<file path="src/rtl/core/tfd_pkg.sv">
// Shared types, widths and constants of the timestamp frame decoder.
`timescale 1ns / 1ps
`default_nettype none
package tfd_pkg;

  // Frame layout
  localparam int FRAME_BYTES = 13;
  localparam int POS_W = $clog2(FRAME_BYTES);
  localparam logic [POS_W-1:0] LAST_POS = POS_W'(FRAME_BYTES - 1);
  localparam logic [7:0] HDR_BYTE0 = 8'd1;
  localparam logic [7:0] HDR_BYTE1 = 8'd11;

  // Field widths
  localparam int CNT_W  = 24;
  localparam int SEC_W  = 32;
  localparam int FRAC_W = 43;
  localparam int STEP_W = 2 * CNT_W + 1;
  localparam int REM_W  = 27;
  localparam int QUO_W  = 24;
  localparam int SUM_W  = 45;
  localparam int TDATA_W = 88;

  // Radix-4 division of the step count by 10^8
  localparam logic [REM_W+1:0] DIV_X1 = 29'd100000000;
  localparam logic [REM_W+1:0] DIV_X2 = 29'd200000000;
  localparam logic [REM_W+1:0] DIV_X3 = 29'd300000000;
  localparam logic [3:0] DIV_DONE = 4'd12;

  // One second in ticks of 10 ns / 65536, and the fine counter zero point
  localparam logic [FRAC_W-1:0] TICKS_PER_SEC = 43'd6553600000000;
  localparam logic [SUM_W-1:0]  TICKS_X1 = SUM_W'(TICKS_PER_SEC);
  localparam logic [SUM_W-1:0]  TICKS_X2 = SUM_W'(TICKS_PER_SEC) << 1;
  localparam logic [SUM_W-1:0]  FINE_ZERO = 45'd4194303;

  // Configuration register indexes
  localparam logic [1:0] REG_STEP     = 2'd0;
  localparam logic [1:0] REG_OFF_SEC  = 2'd1;
  localparam logic [1:0] REG_OFF_FRAC = 2'd2;

  // Frame queue
  localparam int QDEPTH = 2;
  localparam int QPTR_W = $clog2(QDEPTH);
  localparam int QCNT_W = $clog2(QDEPTH + 1);

  typedef enum logic [1:0] {
    ST_OK   = 2'd0,
    ST_CSUM = 2'd1,
    ST_HDR  = 2'd2
  } status_t;

  typedef struct packed {
    logic [7:0]       number;
    logic [CNT_W-1:0] coarse;
    logic [CNT_W-1:0] middle;
    logic [CNT_W-1:0] fine;
    status_t          status;
  } frame_t;

endpackage
`default_nettype wire

</file>
<file path="src/rtl/core/tfd_front.sv">
// Byte assembler: collects frame bytes, checks header and checksum.
`timescale 1ns / 1ps
`default_nettype none
module tfd_front import tfd_pkg::*; (
  input  wire logic       clk,
  input  wire logic       rst_n,
  input  wire logic       in_valid,
  input  wire logic [7:0] in_byte,
  input  wire logic       in_start,
  input  wire logic       q_full,
  output logic            in_ready,
  output logic            push,
  output frame_t          frame
);

  logic [POS_W-1:0] pos_r, pos_nxt, pos;
  logic [7:0]       xor_r, xor_nxt, xor_base;
  logic             hdr_r, hdr_nxt, hdr_base;
  logic [7:0]       num_r, num_nxt;
  logic [CNT_W-1:0] coarse_r, coarse_nxt;
  logic [CNT_W-1:0] medium_r, medium_nxt;
  logic [CNT_W-1:0] fine_r, fine_nxt;
  logic             accept, active;

  assign in_ready = !q_full;
  assign accept   = in_valid && in_ready;
  // A byte outside a frame is dropped unless it opens a new one.
  assign active   = accept && (in_start || (pos_r != '0));
  assign pos      = in_start ? '0 : pos_r;
  assign xor_base = in_start ? 8'd0 : xor_r;
  assign hdr_base = in_start ? 1'b1 : hdr_r;

  always_comb begin
    pos_nxt    = pos_r;
    xor_nxt    = xor_r;
    hdr_nxt    = hdr_r;
    num_nxt    = num_r;
    coarse_nxt = coarse_r;
    medium_nxt = medium_r;
    fine_nxt   = fine_r;
    push       = 1'b0;
    if (active) begin
      if (pos != LAST_POS) begin
        xor_nxt = xor_base ^ in_byte;
        hdr_nxt = hdr_base;
        pos_nxt = pos + 1'b1;
        case (pos)
          4'd0:    hdr_nxt = (in_byte == HDR_BYTE0);
          4'd1:    hdr_nxt = hdr_base && (in_byte == HDR_BYTE1);
          4'd2:    num_nxt = in_byte;
          4'd3:    coarse_nxt[7:0]   = in_byte;
          4'd4:    coarse_nxt[15:8]  = in_byte;
          4'd5:    coarse_nxt[23:16] = in_byte;
          4'd6:    medium_nxt[7:0]   = in_byte;
          4'd7:    medium_nxt[15:8]  = in_byte;
          4'd8:    medium_nxt[23:16] = in_byte;
          4'd9:    fine_nxt[7:0]     = in_byte;
          4'd10:   fine_nxt[15:8]    = in_byte;
          4'd11:   fine_nxt[23:16]   = in_byte;
          default: ;
        endcase
      end else begin
        pos_nxt = '0;
        push    = 1'b1;
      end
    end
  end

  always_comb begin
    frame.number = num_r;
    frame.coarse = coarse_r;
    frame.middle = medium_r;
    frame.fine   = fine_r;
    if (xor_r != in_byte) begin
      frame.status = ST_CSUM;
    end else if (!hdr_r) begin
      frame.status = ST_HDR;
    end else begin
      frame.status = ST_OK;
    end
  end

  always_ff @(posedge clk) begin
    if (!rst_n) begin
      pos_r <= '0;
      xor_r <= 8'd0;
      hdr_r <= 1'b1;
    end else begin
      pos_r <= pos_nxt;
      xor_r <= xor_nxt;
      hdr_r <= hdr_nxt;
    end
  end

  always_ff @(posedge clk) begin
    num_r    <= num_nxt;
    coarse_r <= coarse_nxt;
    medium_r <= medium_nxt;
    fine_r   <= fine_nxt;
  end

endmodule
`default_nettype wire

</file>
<file path="src/rtl/core/tfd_queue.sv">
// Short frame queue between the assembler and the time calculation.
`timescale 1ns / 1ps
`default_nettype none
module tfd_queue import tfd_pkg::*; (
  input  wire logic   clk,
  input  wire logic   rst_n,
  input  wire logic   push,
  input  wire frame_t wr_frame,
  input  wire logic   pop,
  output logic        full,
  output logic        valid,
  output frame_t      rd_frame
);

  frame_t             mem_r [QDEPTH];
  logic [QPTR_W-1:0]  wp_r, rp_r;
  logic [QCNT_W-1:0]  cnt_r, cnt_nxt;

  assign full     = (cnt_r == QCNT_W'(QDEPTH));
  assign valid    = (cnt_r != '0);
  assign rd_frame = mem_r[rp_r];

  always_comb begin
    cnt_nxt = cnt_r;
    if (push && !pop) begin
      cnt_nxt = cnt_r + 1'b1;
    end else if (pop && !push) begin
      cnt_nxt = cnt_r - 1'b1;
    end
  end

  always_ff @(posedge clk) begin
    if (!rst_n) begin
      wp_r  <= '0;
      rp_r  <= '0;
      cnt_r <= '0;
    end else begin
      cnt_r <= cnt_nxt;
      if (push) begin
        wp_r <= wp_r + 1'b1;
      end
      if (pop) begin
        rp_r <= rp_r + 1'b1;
      end
    end
  end

  always_ff @(posedge clk) begin
    if (push) begin
      mem_r[wp_r] <= wr_frame;
    end
  end

endmodule
`default_nettype wire

</file>
<file path="src/rtl/core/tfd_back.sv">
// Time calculation: radix-4 divider, fraction sum, second carry and output register.
`timescale 1ns / 1ps
`default_nettype none
module tfd_back import tfd_pkg::*; (
  input  wire logic              clk,
  input  wire logic              rst_n,
  input  wire logic              q_valid,
  input  wire frame_t            q_frame,
  output logic                   q_pop,
  input  wire logic              step_20ns,
  input  wire logic [SEC_W-1:0]  off_sec,
  input  wire logic [FRAC_W-1:0] off_frac,
  output logic                   out_valid,
  input  wire logic              out_ready,
  output logic [7:0]             out_number,
  output logic [SEC_W-1:0]       out_sec,
  output logic [FRAC_W-1:0]      out_frac,
  output status_t                out_status
);

  // Divider stage
  logic             busy_r;
  logic [3:0]       cnt_r;
  logic [REM_W-1:0] rem_r, rem_nxt;
  logic [CNT_W-1:0] sh_r;
  logic [QUO_W-1:0] quo_r;
  logic [1:0]       digit;
  logic [7:0]       d_num_r;
  logic [CNT_W-1:0] d_fine_r;
  status_t          d_status_r;
  logic [REM_W+1:0] trial;
  logic [STEP_W-1:0] steps;

  // Sum stage
  logic             a_valid_r;
  logic [SUM_W-1:0] a_sum_r;
  logic [SEC_W-1:0] a_sec_r;
  logic [7:0]       a_num_r;
  status_t          a_status_r;

  // Output register
  logic              o_valid_r;
  logic [7:0]        o_num_r;
  logic [SEC_W-1:0]  o_sec_r, o_sec_nxt;
  logic [FRAC_W-1:0] o_frac_r, o_frac_nxt;
  status_t           o_status_r;

  logic out_free, a_free, a_move, d_done, d_move;
  logic neg, ge1, ge2;
  logic [SUM_W-1:0] frac_fix;
  logic [SEC_W-1:0] sec_carry;

  assign out_free = !o_valid_r || out_ready;
  assign a_move   = a_valid_r && out_free;
  assign a_free   = !a_valid_r || out_free;
  assign d_done   = busy_r && (cnt_r == DIV_DONE);
  assign d_move   = d_done && a_free;
  assign q_pop    = q_valid && (!busy_r || d_move);

  assign steps = step_20ns ? {q_frame.coarse, q_frame.middle, 1'b0}
                           : {1'b0, q_frame.coarse, q_frame.middle};

  // One quotient digit per cycle: three parallel compares against 1, 2 and 3 times 10^8.
  assign trial = {rem_r, sh_r[CNT_W-1 -: 2]};
  always_comb begin
    if (trial >= DIV_X3) begin
      digit   = 2'd3;
      rem_nxt = REM_W'(trial - DIV_X3);
    end else if (trial >= DIV_X2) begin
      digit   = 2'd2;
      rem_nxt = REM_W'(trial - DIV_X2);
    end else if (trial >= DIV_X1) begin
      digit   = 2'd1;
      rem_nxt = REM_W'(trial - DIV_X1);
    end else begin
      digit   = 2'd0;
      rem_nxt = REM_W'(trial);
    end
  end

  always_ff @(posedge clk) begin
    if (!rst_n) begin
      busy_r <= 1'b0;
      cnt_r  <= 4'd0;
    end else if (q_pop) begin
      busy_r <= 1'b1;
      cnt_r  <= 4'd0;
    end else if (d_move) begin
      busy_r <= 1'b0;
    end else if (busy_r && !d_done) begin
      cnt_r <= cnt_r + 4'd1;
    end
  end

  always_ff @(posedge clk) begin
    if (q_pop) begin
      rem_r      <= REM_W'(steps[STEP_W-1:CNT_W]);
      sh_r       <= steps[CNT_W-1:0];
      quo_r      <= '0;
      d_num_r    <= q_frame.number;
      d_fine_r   <= q_frame.fine;
      d_status_r <= q_frame.status;
    end else if (busy_r && !d_done) begin
      rem_r <= rem_nxt;
      sh_r  <= {sh_r[CNT_W-3:0], 2'b00};
      quo_r <= {quo_r[QUO_W-3:0], digit};
    end
  end

  // Fraction before the carry into seconds; may be negative or up to about 2.34 seconds.
  always_ff @(posedge clk) begin
    if (!rst_n) begin
      a_valid_r <= 1'b0;
    end else if (d_move) begin
      a_valid_r <= 1'b1;
    end else if (a_move) begin
      a_valid_r <= 1'b0;
    end
  end

  always_ff @(posedge clk) begin
    if (d_move) begin
      a_sum_r    <= {2'b00, rem_r, 16'h0000} + SUM_W'(d_fine_r) - FINE_ZERO
                    + SUM_W'(off_frac);
      a_sec_r    <= SEC_W'(quo_r) + off_sec;
      a_num_r    <= d_num_r;
      a_status_r <= d_status_r;
    end
  end

  // Floor the fraction into [0, one second) and carry the whole seconds; a failed frame gets zero time.
  assign neg = a_sum_r[SUM_W-1];
  assign ge2 = !neg && (a_sum_r >= TICKS_X2);
  assign ge1 = !neg && (a_sum_r >= TICKS_X1);

  always_comb begin
    if (neg) begin
      frac_fix  = a_sum_r + TICKS_X1;
      sec_carry = '1;
    end else if (ge2) begin
      frac_fix  = a_sum_r - TICKS_X2;
      sec_carry = SEC_W'(2);
    end else if (ge1) begin
      frac_fix  = a_sum_r - TICKS_X1;
      sec_carry = SEC_W'(1);
    end else begin
      frac_fix  = a_sum_r;
      sec_carry = '0;
    end
    if (a_status_r == ST_OK) begin
      o_sec_nxt  = a_sec_r + sec_carry;
      o_frac_nxt = frac_fix[FRAC_W-1:0];
    end else begin
      o_sec_nxt  = '0;
      o_frac_nxt = '0;
    end
  end

  always_ff @(posedge clk) begin
    if (!rst_n) begin
      o_valid_r <= 1'b0;
    end else if (a_move) begin
      o_valid_r <= 1'b1;
    end else if (out_ready) begin
      o_valid_r <= 1'b0;
    end
  end

  always_ff @(posedge clk) begin
    if (a_move) begin
      o_num_r    <= a_num_r;
      o_sec_r    <= o_sec_nxt;
      o_frac_r   <= o_frac_nxt;
      o_status_r <= a_status_r;
    end
  end

  assign out_valid  = o_valid_r;
  assign out_number = o_num_r;
  assign out_sec    = o_sec_r;
  assign out_frac   = o_frac_r;
  assign out_status = o_status_r;

endmodule
`default_nettype wire

</file>
<file path="src/rtl/core/timestamp_frame_decoder_top.sv">
// Top level of the timestamp frame decoder: register file and stream ports.
// A result passes the frame queue, the divider, the sum and the output registers.
// Throughput: one byte beat per cycle while the frame queue is not full; the
// radix-4 divider handles one frame at a time: a load, then 12 digit steps.
// A two-entry frame queue lets the byte side keep running while results wait.
// Reset (rst_n low, synchronous) clears the registers to 0, empties the queue
// and the pipeline, and leaves the assembler waiting for a frame start.
`timescale 1ns / 1ps
`default_nettype none
module timestamp_frame_decoder_top import tfd_pkg::*; (
  input  wire logic               clk,
  input  wire logic               rst_n,
  // Input stream of frame bytes
  input  wire logic               in_tvalid,
  output logic                    in_tready,
  input  wire logic [7:0]         in_tdata,   // [7:0] rx_byte
  input  wire logic [0:0]         in_tuser,   // [0] frame_start
  // Result stream
  output logic                    out_tvalid,
  input  wire logic               out_tready,
  output logic [TDATA_W-1:0]      out_tdata,  // [7:0] event_number, [39:8] whole_seconds,
                                              // [82:40] fraction_ticks, [87:83] zero
  output logic [1:0]              out_tuser,  // [1:0] status
  // Register port
  input  wire logic               cfg_psel,
  input  wire logic               cfg_penable,
  input  wire logic               cfg_pwrite,
  input  wire logic [4:0]         cfg_paddr,
  input  wire logic [63:0]        cfg_pwdata,
  output logic [63:0]             cfg_prdata,
  output logic                    cfg_pready
);

  // Registers sit at eight-byte spacing, so the index is the upper address bits.
  logic              step_r;
  logic [SEC_W-1:0]  off_sec_r;
  logic [FRAC_W-1:0] off_frac_r;
  logic [1:0]        reg_idx;
  logic              reg_wr;

  assign cfg_pready = 1'b1;
  assign reg_idx    = cfg_paddr[4:3];
  assign reg_wr     = cfg_psel && cfg_penable && cfg_pwrite;

  always_ff @(posedge clk) begin
    if (!rst_n) begin
      step_r     <= 1'b0;
      off_sec_r  <= '0;
      off_frac_r <= '0;
    end else if (reg_wr) begin
      case (reg_idx)
        REG_STEP:     step_r     <= cfg_pwdata[0];
        REG_OFF_SEC:  off_sec_r  <= cfg_pwdata[SEC_W-1:0];
        REG_OFF_FRAC: off_frac_r <= cfg_pwdata[FRAC_W-1:0];
        default:      ;
      endcase
    end
  end

  always_comb begin
    case (reg_idx)
      REG_STEP:     cfg_prdata = 64'(step_r);
      REG_OFF_SEC:  cfg_prdata = 64'(off_sec_r);
      REG_OFF_FRAC: cfg_prdata = 64'(off_frac_r);
      default:      cfg_prdata = '0;
    endcase
  end

  // The assembler hands each completed frame, already classified, to the queue.
  frame_t front_frame, queue_frame;
  logic   push, pop, q_full, q_valid;

  tfd_front u_front (
    .clk      (clk),
    .rst_n    (rst_n),
    .in_valid (in_tvalid),
    .in_byte  (in_tdata),
    .in_start (in_tuser[0]),
    .q_full   (q_full),
    .in_ready (in_tready),
    .push     (push),
    .frame    (front_frame)
  );

  tfd_queue u_queue (
    .clk      (clk),
    .rst_n    (rst_n),
    .push     (push),
    .wr_frame (front_frame),
    .pop      (pop),
    .full     (q_full),
    .valid    (q_valid),
    .rd_frame (queue_frame)
  );

  // The back end divides the step count into seconds, then floors the fraction.
  logic [7:0]        res_number;
  logic [SEC_W-1:0]  res_sec;
  logic [FRAC_W-1:0] res_frac;
  status_t           res_status;

  tfd_back u_back (
    .clk        (clk),
    .rst_n      (rst_n),
    .q_valid    (q_valid),
    .q_frame    (queue_frame),
    .q_pop      (pop),
    .step_20ns  (step_r),
    .off_sec    (off_sec_r),
    .off_frac   (off_frac_r),
    .out_valid  (out_tvalid),
    .out_ready  (out_tready),
    .out_number (res_number),
    .out_sec    (res_sec),
    .out_frac   (res_frac),
    .out_status (res_status)
  );

  assign out_tdata = {5'b00000, res_frac, res_sec, res_number};
  assign out_tuser = res_status;

endmodule
`default_nettype wire

</file>
<file path="config.mk">
export PLATFORM = sky130hd
export DESIGN_NAME = timestamp_frame_decoder_top
export DESIGN_NICKNAME = d
export VERILOG_FILES = /design/src/rtl/core/tfd_pkg.sv /design/src/rtl/core/tfd_front.sv /design/src/rtl/core/tfd_queue.sv /design/src/rtl/core/tfd_back.sv /design/src/rtl/core/timestamp_frame_decoder_top.sv
export SDC_FILE = /design/constraint.sdc
export NUM_CORES = 1
export LEC_CHECK = 0
export BUFFER_PORTS_ARGS = -buffer_cell sky130_fd_sc_hd__buf_4
export CELL_PAD_IN_SITES_DETAIL_PLACEMENT = 0
export CELL_PAD_IN_SITES_GLOBAL_PLACEMENT = 1
export CORE_MARGIN = 2
export CORE_UTILIZATION = 49
export DETAILED_ROUTE_END_ITERATION = 16
export PLACE_DENSITY_LB_ADDON = 0.08
export SLEW_MARGIN = 20
export SYNTH_ARGS = -nofsm -noshare
export SYNTH_HDL_FRONTEND = slang
export SYNTH_SLANG_ARGS = --single-unit
</file>
<file path="constraint.sdc">
create_clock -name clk -period 13.7 [get_ports clk]
set_input_delay 0.685 -clock clk [delete_from_list [all_inputs] [get_ports clk]]
set_output_delay 0.685 -clock clk [all_outputs]
set_load 0.03 [all_outputs]
</file>
; Yosys cells after proc, flatten, opt, wreduce, memory -nomap -nowiden
; Memories as Yosys holds them, arrays and structs flattened. A register that Yosys moved wholly into a read port is not among the register bits.
; Cells that the tools add are included.
[totals]
ram_bits = 164
out_inout_bits = 157
register_bits = 461
word_cells = 174
in_bits = 85
memories = 1
[mem_list]
columns = memory, depth, width, read_ports, rd_clocked_by_memory_dff, wr, line
row1 = u_queue.mem_r, 2, 82, 1, 1, 1, tfd_queue.sv:15  ; frame_t mem_r [QDEPTH];
[op_classes]
addsub = 17
magnitude_cmp = 5
bitwise = 3
reduce_logical = 52
mux = 39
eq_ne = 19
[ops]
columns = cell, n
row1 = $mux W43, 3
row2 = $pmux W43 S3, 1
row3 = $mux W27, 3
row4 = $mux W32, 2
row5 = $mux W25, 2
row6 = $mux W49, 1
row7 = $mux W24, 2
row8 = $add A45 B43 Y45, 1
row9 = $ge A45 B43 Y1 const B, 1
row10 = $ge A45 B44 Y1 const B, 1
row11 = $sub A45 B22 Y45 const B, 1
row12 = $add A43 B24 Y44, 1
row13 = $add A43 B43 Y43 const B, 1
row14 = $sub A43 B42 Y43 const B, 1
row15 = $sub A43 B43 Y43 const B, 1
row16 = $add A24 B32 Y32, 1
row17 = $add A32 B32 Y32, 1
row18 = $reduce_and A3 Y1, 10
row19 = $ge A29 B27 Y1 const B, 1
row20 = $ge A29 B28 Y1 const B, 1
row21 = $ge A29 B29 Y1 const B, 1
row22 = $sub A27 B25 Y27 const B, 1
row23 = $sub A27 B26 Y27 const B, 1
row24 = $sub A27 B27 Y27 const B, 1
row25 = other kinds (30), 95

; Logic depth before layout (Yosys ltp)
[depth]
ltp_word = 9
depth_mapped = 24
ltp_nobuf = 23

; By module
; A second synthesis with hierarchy kept.
[unflattened]
cells_unflattened = 2702
hier_area_um2 = 31991.9
[modules_own_cells]
columns = module, instances, seq_area_each_um2, area_per_inst_um2, cells_each
row1 = tfd_back, 1, 8318.0, 18809.3, 1830
row2 = tfd_queue, 1, 5024.8, 6167.2, 277
row3 = timestamp_frame_decoder_top, 1, 1521.5, 3542.1, 380
row4 = tfd_front, 1, 2662.6, 3473.3, 215

; Worst setup path before layout
; Ideal clock, no wire load.
[synth_path]
kind = input -> register
start = in in_tuser
end = mem u_queue.mem_r[0][0] (netlist name), enable pin
slack_ns = 3.435
path_stages = 6
required_ns = 12.973
path_buffers = 2
setup_time_ns = 0.727
arrival_ns = 9.539
cell_sequence = clkbuf_1 > clkbuf_1 > nand2b_1 > ha_1 > nand2_1 > nor4_1
[synth_via]
elab_chain_len = 6
elab_cells_between_ends = 8
classes_between = eq/ne: 1 / mux: 5 / reduce/logical: 2
[synth_lines]
columns = item, line
row1 = from (decl), timestamp_frame_decoder_top.sv:17  ; input wire logic [0:0] in_tuser,
row2 = $mux W4, tfd_front.sv:29  ; assign pos = in_start ? '0 : pos_r;
row3 = $ne A4 B4 Y1, tfd_front.sv:43  ; if (pos != LAST_POS) begin
row4 = $mux W1, tfd_front.sv:43
row5 = $mux W1 (*), tfd_front.sv:42  ; if (active) begin
row6 = $mux W1 (*), tfd_queue.sv:49  ; if (push) begin
row7 = $mux W1 (implied by the code) (*), tfd_queue.sv:50  ; mem_r[wp_r] <= wr_frame;
row8 = to (decl), tfd_queue.sv:15
; Every way passes the cells marked *; elsewhere a longest branch is shown, timed or not.

; Final worst setup path
[layout_path]
start = reg u_back.a_sum_r[10]
end = reg u_back.o_sec_r[28], in the netlist u_back.out_sec[28] (data pin)
[layout_via]
elab_chain_len = 6
elab_cells_between_ends = 8
classes_between = add/sub: 1 / order compare: 2 / mux: 3 / reduce/logical: 2
[layout_lines]
columns = item, line
row1 = from (decl), tfd_back.sv:36  ; logic [SUM_W-1:0] a_sum_r;
row2 = from (signal assigned), tfd_back.sv:123  ; a_sum_r <= {2'b00, rem_r, 16'h0000} + SUM_W'(d_fine_r) - FINE_ZERO
row3 = $ge A45 B43 Y1, tfd_back.sv:134  ; assign ge1 = !neg && (a_sum_r >= TICKS_X1);
row4 = $logic_and A1 B1 Y1, tfd_back.sv:134
row5 = $mux W1, tfd_back.sv:143  ; end else if (ge1) begin
row6 = $mux W32 (*), tfd_back.sv:140  ; end else if (ge2) begin
row7 = $mux W32 (*), tfd_back.sv:137  ; if (neg) begin
row8 = $add A32 B32 Y32 (*), tfd_back.sv:151  ; o_sec_nxt = a_sec_r + sec_carry;
row9 = to (signal assigned), tfd_back.sv:172  ; o_sec_r <= o_sec_nxt;
row10 = to (decl), tfd_back.sv:44  ; logic [SEC_W-1:0] o_sec_r, o_sec_nxt;
; Marked as above.
; A chain may end at the register's enable or synchronous reset.

==> out/metrics.cfg <==
[floorplan]
die_area_um2=68600
initial_utilization_pct=49.5
ios=242
core_um2=65900
die_x_um=262
rows=94
die_y_um=262

[power]
clkPwrFrac_pct=45.0
power.leakage_nw=13.9
p_per_area_nw_per_um2=113
switching_power_mw=0.944
finalPower_mw=4.17
p_int_mw=3.22
combPwrFrac_pct=5.3
swShare_pct=22.6
pwr-share-seq_pct=49.7
peakVddDrop_v=0.000128

[synthesis]
ys_warn_count=0
yosysTopAreaCellShare_pct=45.9
yosysSeqAreaShare_pct=53.7
yosysTopAreaCell=edfxtp_1
synth.cell_area_um2=32600
netlist_instances=2917
async_flop_share_pct=0
ys_top_cells_by_area=edfxtp_1, dfxtp_1, ha_1, nand2_1, xnor2_1
synth-seq-cells=626
synth-edff-count=499
synth_common_cells=edfxtp_1, nand2_1, ha_1
synth_cell_type_count=103
syn_avg_cell_area_um2=11.2
yosysMostFrequentCell=edfxtp_1
ys.flop_type=edfxtp_1

[critical_path]
critPathArrivalTime_ns=6.61
critPathCaptureType=flip-flop
reg2regPathDepth=19
required_ns=14.05
critPathMaxFanout=7
crit_path_start_kind=flip-flop
regToRegSetupSlack_ns=7.43
critPathKind=reg -> reg

[sta]
final-hold-violation-count=0
slew_headroom_pct=35.8
tns_ns=0
skew_ns=0.0450
max_freq_ghz=0.160
min_period_ns=6.27
worst_pin_slew_ns=0.963
setup_viol=0
finalMaxSlewViolations=0
worst_slack_ns=7.43
finalCritPeriodShare_pct=45.8
grt_setup_unrepaired=no

[min_path]
hold_path_depth=3
min_path_type=in -> reg

[placement]
dp_hpwl_um=56000
routabilityCongestion=0.911
postPlaceCellArea_um2=34700
dp_slack_ns=7.36
place.port_buffers=190

[drt]
antenna_left=0
dr.pass1.iters=5
wl_per_cell_um=19.7
wl_um=78300
avgViaCountPerCell=5.59
drc_errors=0
drt_iter0_markers=1632
num_vias=22200

[clocking]
clock-sinks=626
root_buffer=clkbuf_16
clkLatencyLatePin_ns=0.63
htreeDepth=3
cts_resized=0
ctsHoldBuffers=0
cts.reportedPaths.clkPinSlew_ns=0.06
cts_buffers=70
ctsLongestPathBuffers=3
cts_tree=yes
post-cts-setup-buffer-count=0

[cells_and_area]
layout-drive-gt1-share_pct=14.3
fin_nets=3321
final_cell_area_um2=37000
post-route-util_pct=56.2
area_delta_synth_final_pct=13.6

[grt]
grt_pass1_vias=21400
use_met3_pct=2.96
grt-busiest-layer=met2
overflow=0
antenna_found_initial=1
grtUsageMet1_pct=31.6
grt_pass1_wl_um=121000
grt_max_degree=99
grt_use_total_pct=22.7
grtUsageMet2_pct=37.1

[status]
outcome=finished, final reports clean

[run]
maxCapViolCount=0

## registers in the layout (all words and copies together) (netlist names), 24 cells and up, named ones only
register,cells
u_queue.mem_r,164
u_front.fine_r,24
u_back.a_sec_r,32
u_back.quo_r,24
u_back.rem_r,27
off_sec_r,32
u_front.coarse_r,24
u_back.d_fine_r,24
u_back.out_sec,32
u_back.a_sum_r,45
off_frac_r,43
u_back.sh_r,24
u_back.out_frac,43
u_front.medium_r,24
## critical path, cell delays in order, from the launching register on
cell and delay (ns):
edfxtp_1 0.38, nor4_1 0.81, nand4_1 0.19, nor4_2 0.51, a31o_2 0.26, o21ai_1 0.09
and2_0 0.36, o21ai_1 0.45, ha_1 0.29, inv_1 0.07, fa_1 0.39, nor2b_1 0.16
o21ai_1 0.10, a21boi_1 0.23, o2111a_1 0.28, o2111a_1 0.29, o21bai_1 0.14, a311oi_1 0.62
a311oi_1 0.22, mux2i_1 0.15
## cells in the final DEF (no fill, tap or decap), drive strengths merged, types with 94 or more instances in the layout
master	instances
inv	136
buf	213
a21boi	94
nand2	405
dfxtp	127
a21oi	146
edfxtp	499
ha	170
xnor2	97
o21ai	139
nor2	128
## power by group through the flow
stage / combinational, mW / sequential (mW) / clock (mW)
2_1_floorplan: 0.159 / 2.10 / 0
3_3_place_gp: 0.215 / 2.11 / 0
3_5_place_dp: 0.217 / 2.11 / 0
4_1_cts: 0.219 / 2.07 / 1.93
5_1_grt: 0.243 / 2.07 / 2.00
6_report: 0.219 / 2.07 / 1.88
## layout make-up
type                            count  area [um2]
Inverter                          135         513
Clock inverter                     36         472
Clock buffer                       89        1870
Sequential cell                   626       17500
Timing Repair Buffer              213        1630
Multi-Input combinational cell   2016       13900
Fill cell                        5634       28800
Tap cell                          864        1080
Antenna cell                        1        2.50
## stage by stage
step	hold slack, ns	std cells
final	0.331	3980
after global routing	0.319	3980
after CTS	0.286	3978
after detailed placement	0.406	3853
after global placement	0.404	3852
after floorplan	0.400	2942
## routing by layer
metal | wire (um) | part of all wire [%] | up-vias
li1 | - | - | 10900
met2 | 36500 | 47 | 524
met5 | 0 | 0 | -
met4 | 2250 | 2.9 | 0
met1 | 36200 | 46 | 10700
met3 | 3450 | 4.4 | 124
## worst paths after layout
path | startpoint | end
worst max-delay path | u_back.a_sum_r[10] | u_back.out_sec[28]
worst min-delay path | cfg_pwdata[14] | off_frac_r[14]
worst max register to register | u_back.a_sum_r[10] | u_back.out_sec[28]
worst min register to register | u_back.d_num_r[4] | u_back.a_num_r[4]
## logic make-up after synthesis
family	share of synthesized area [%]
flops	53.7
xor+xnor	4.32
other cells	0.0230
mux	4.10
simple gates	12.7
compound gates	14.3
fa+ha+maj	6.77
buf+inv	4.03
Note: power is estimated with default switching activity, not from simulation.
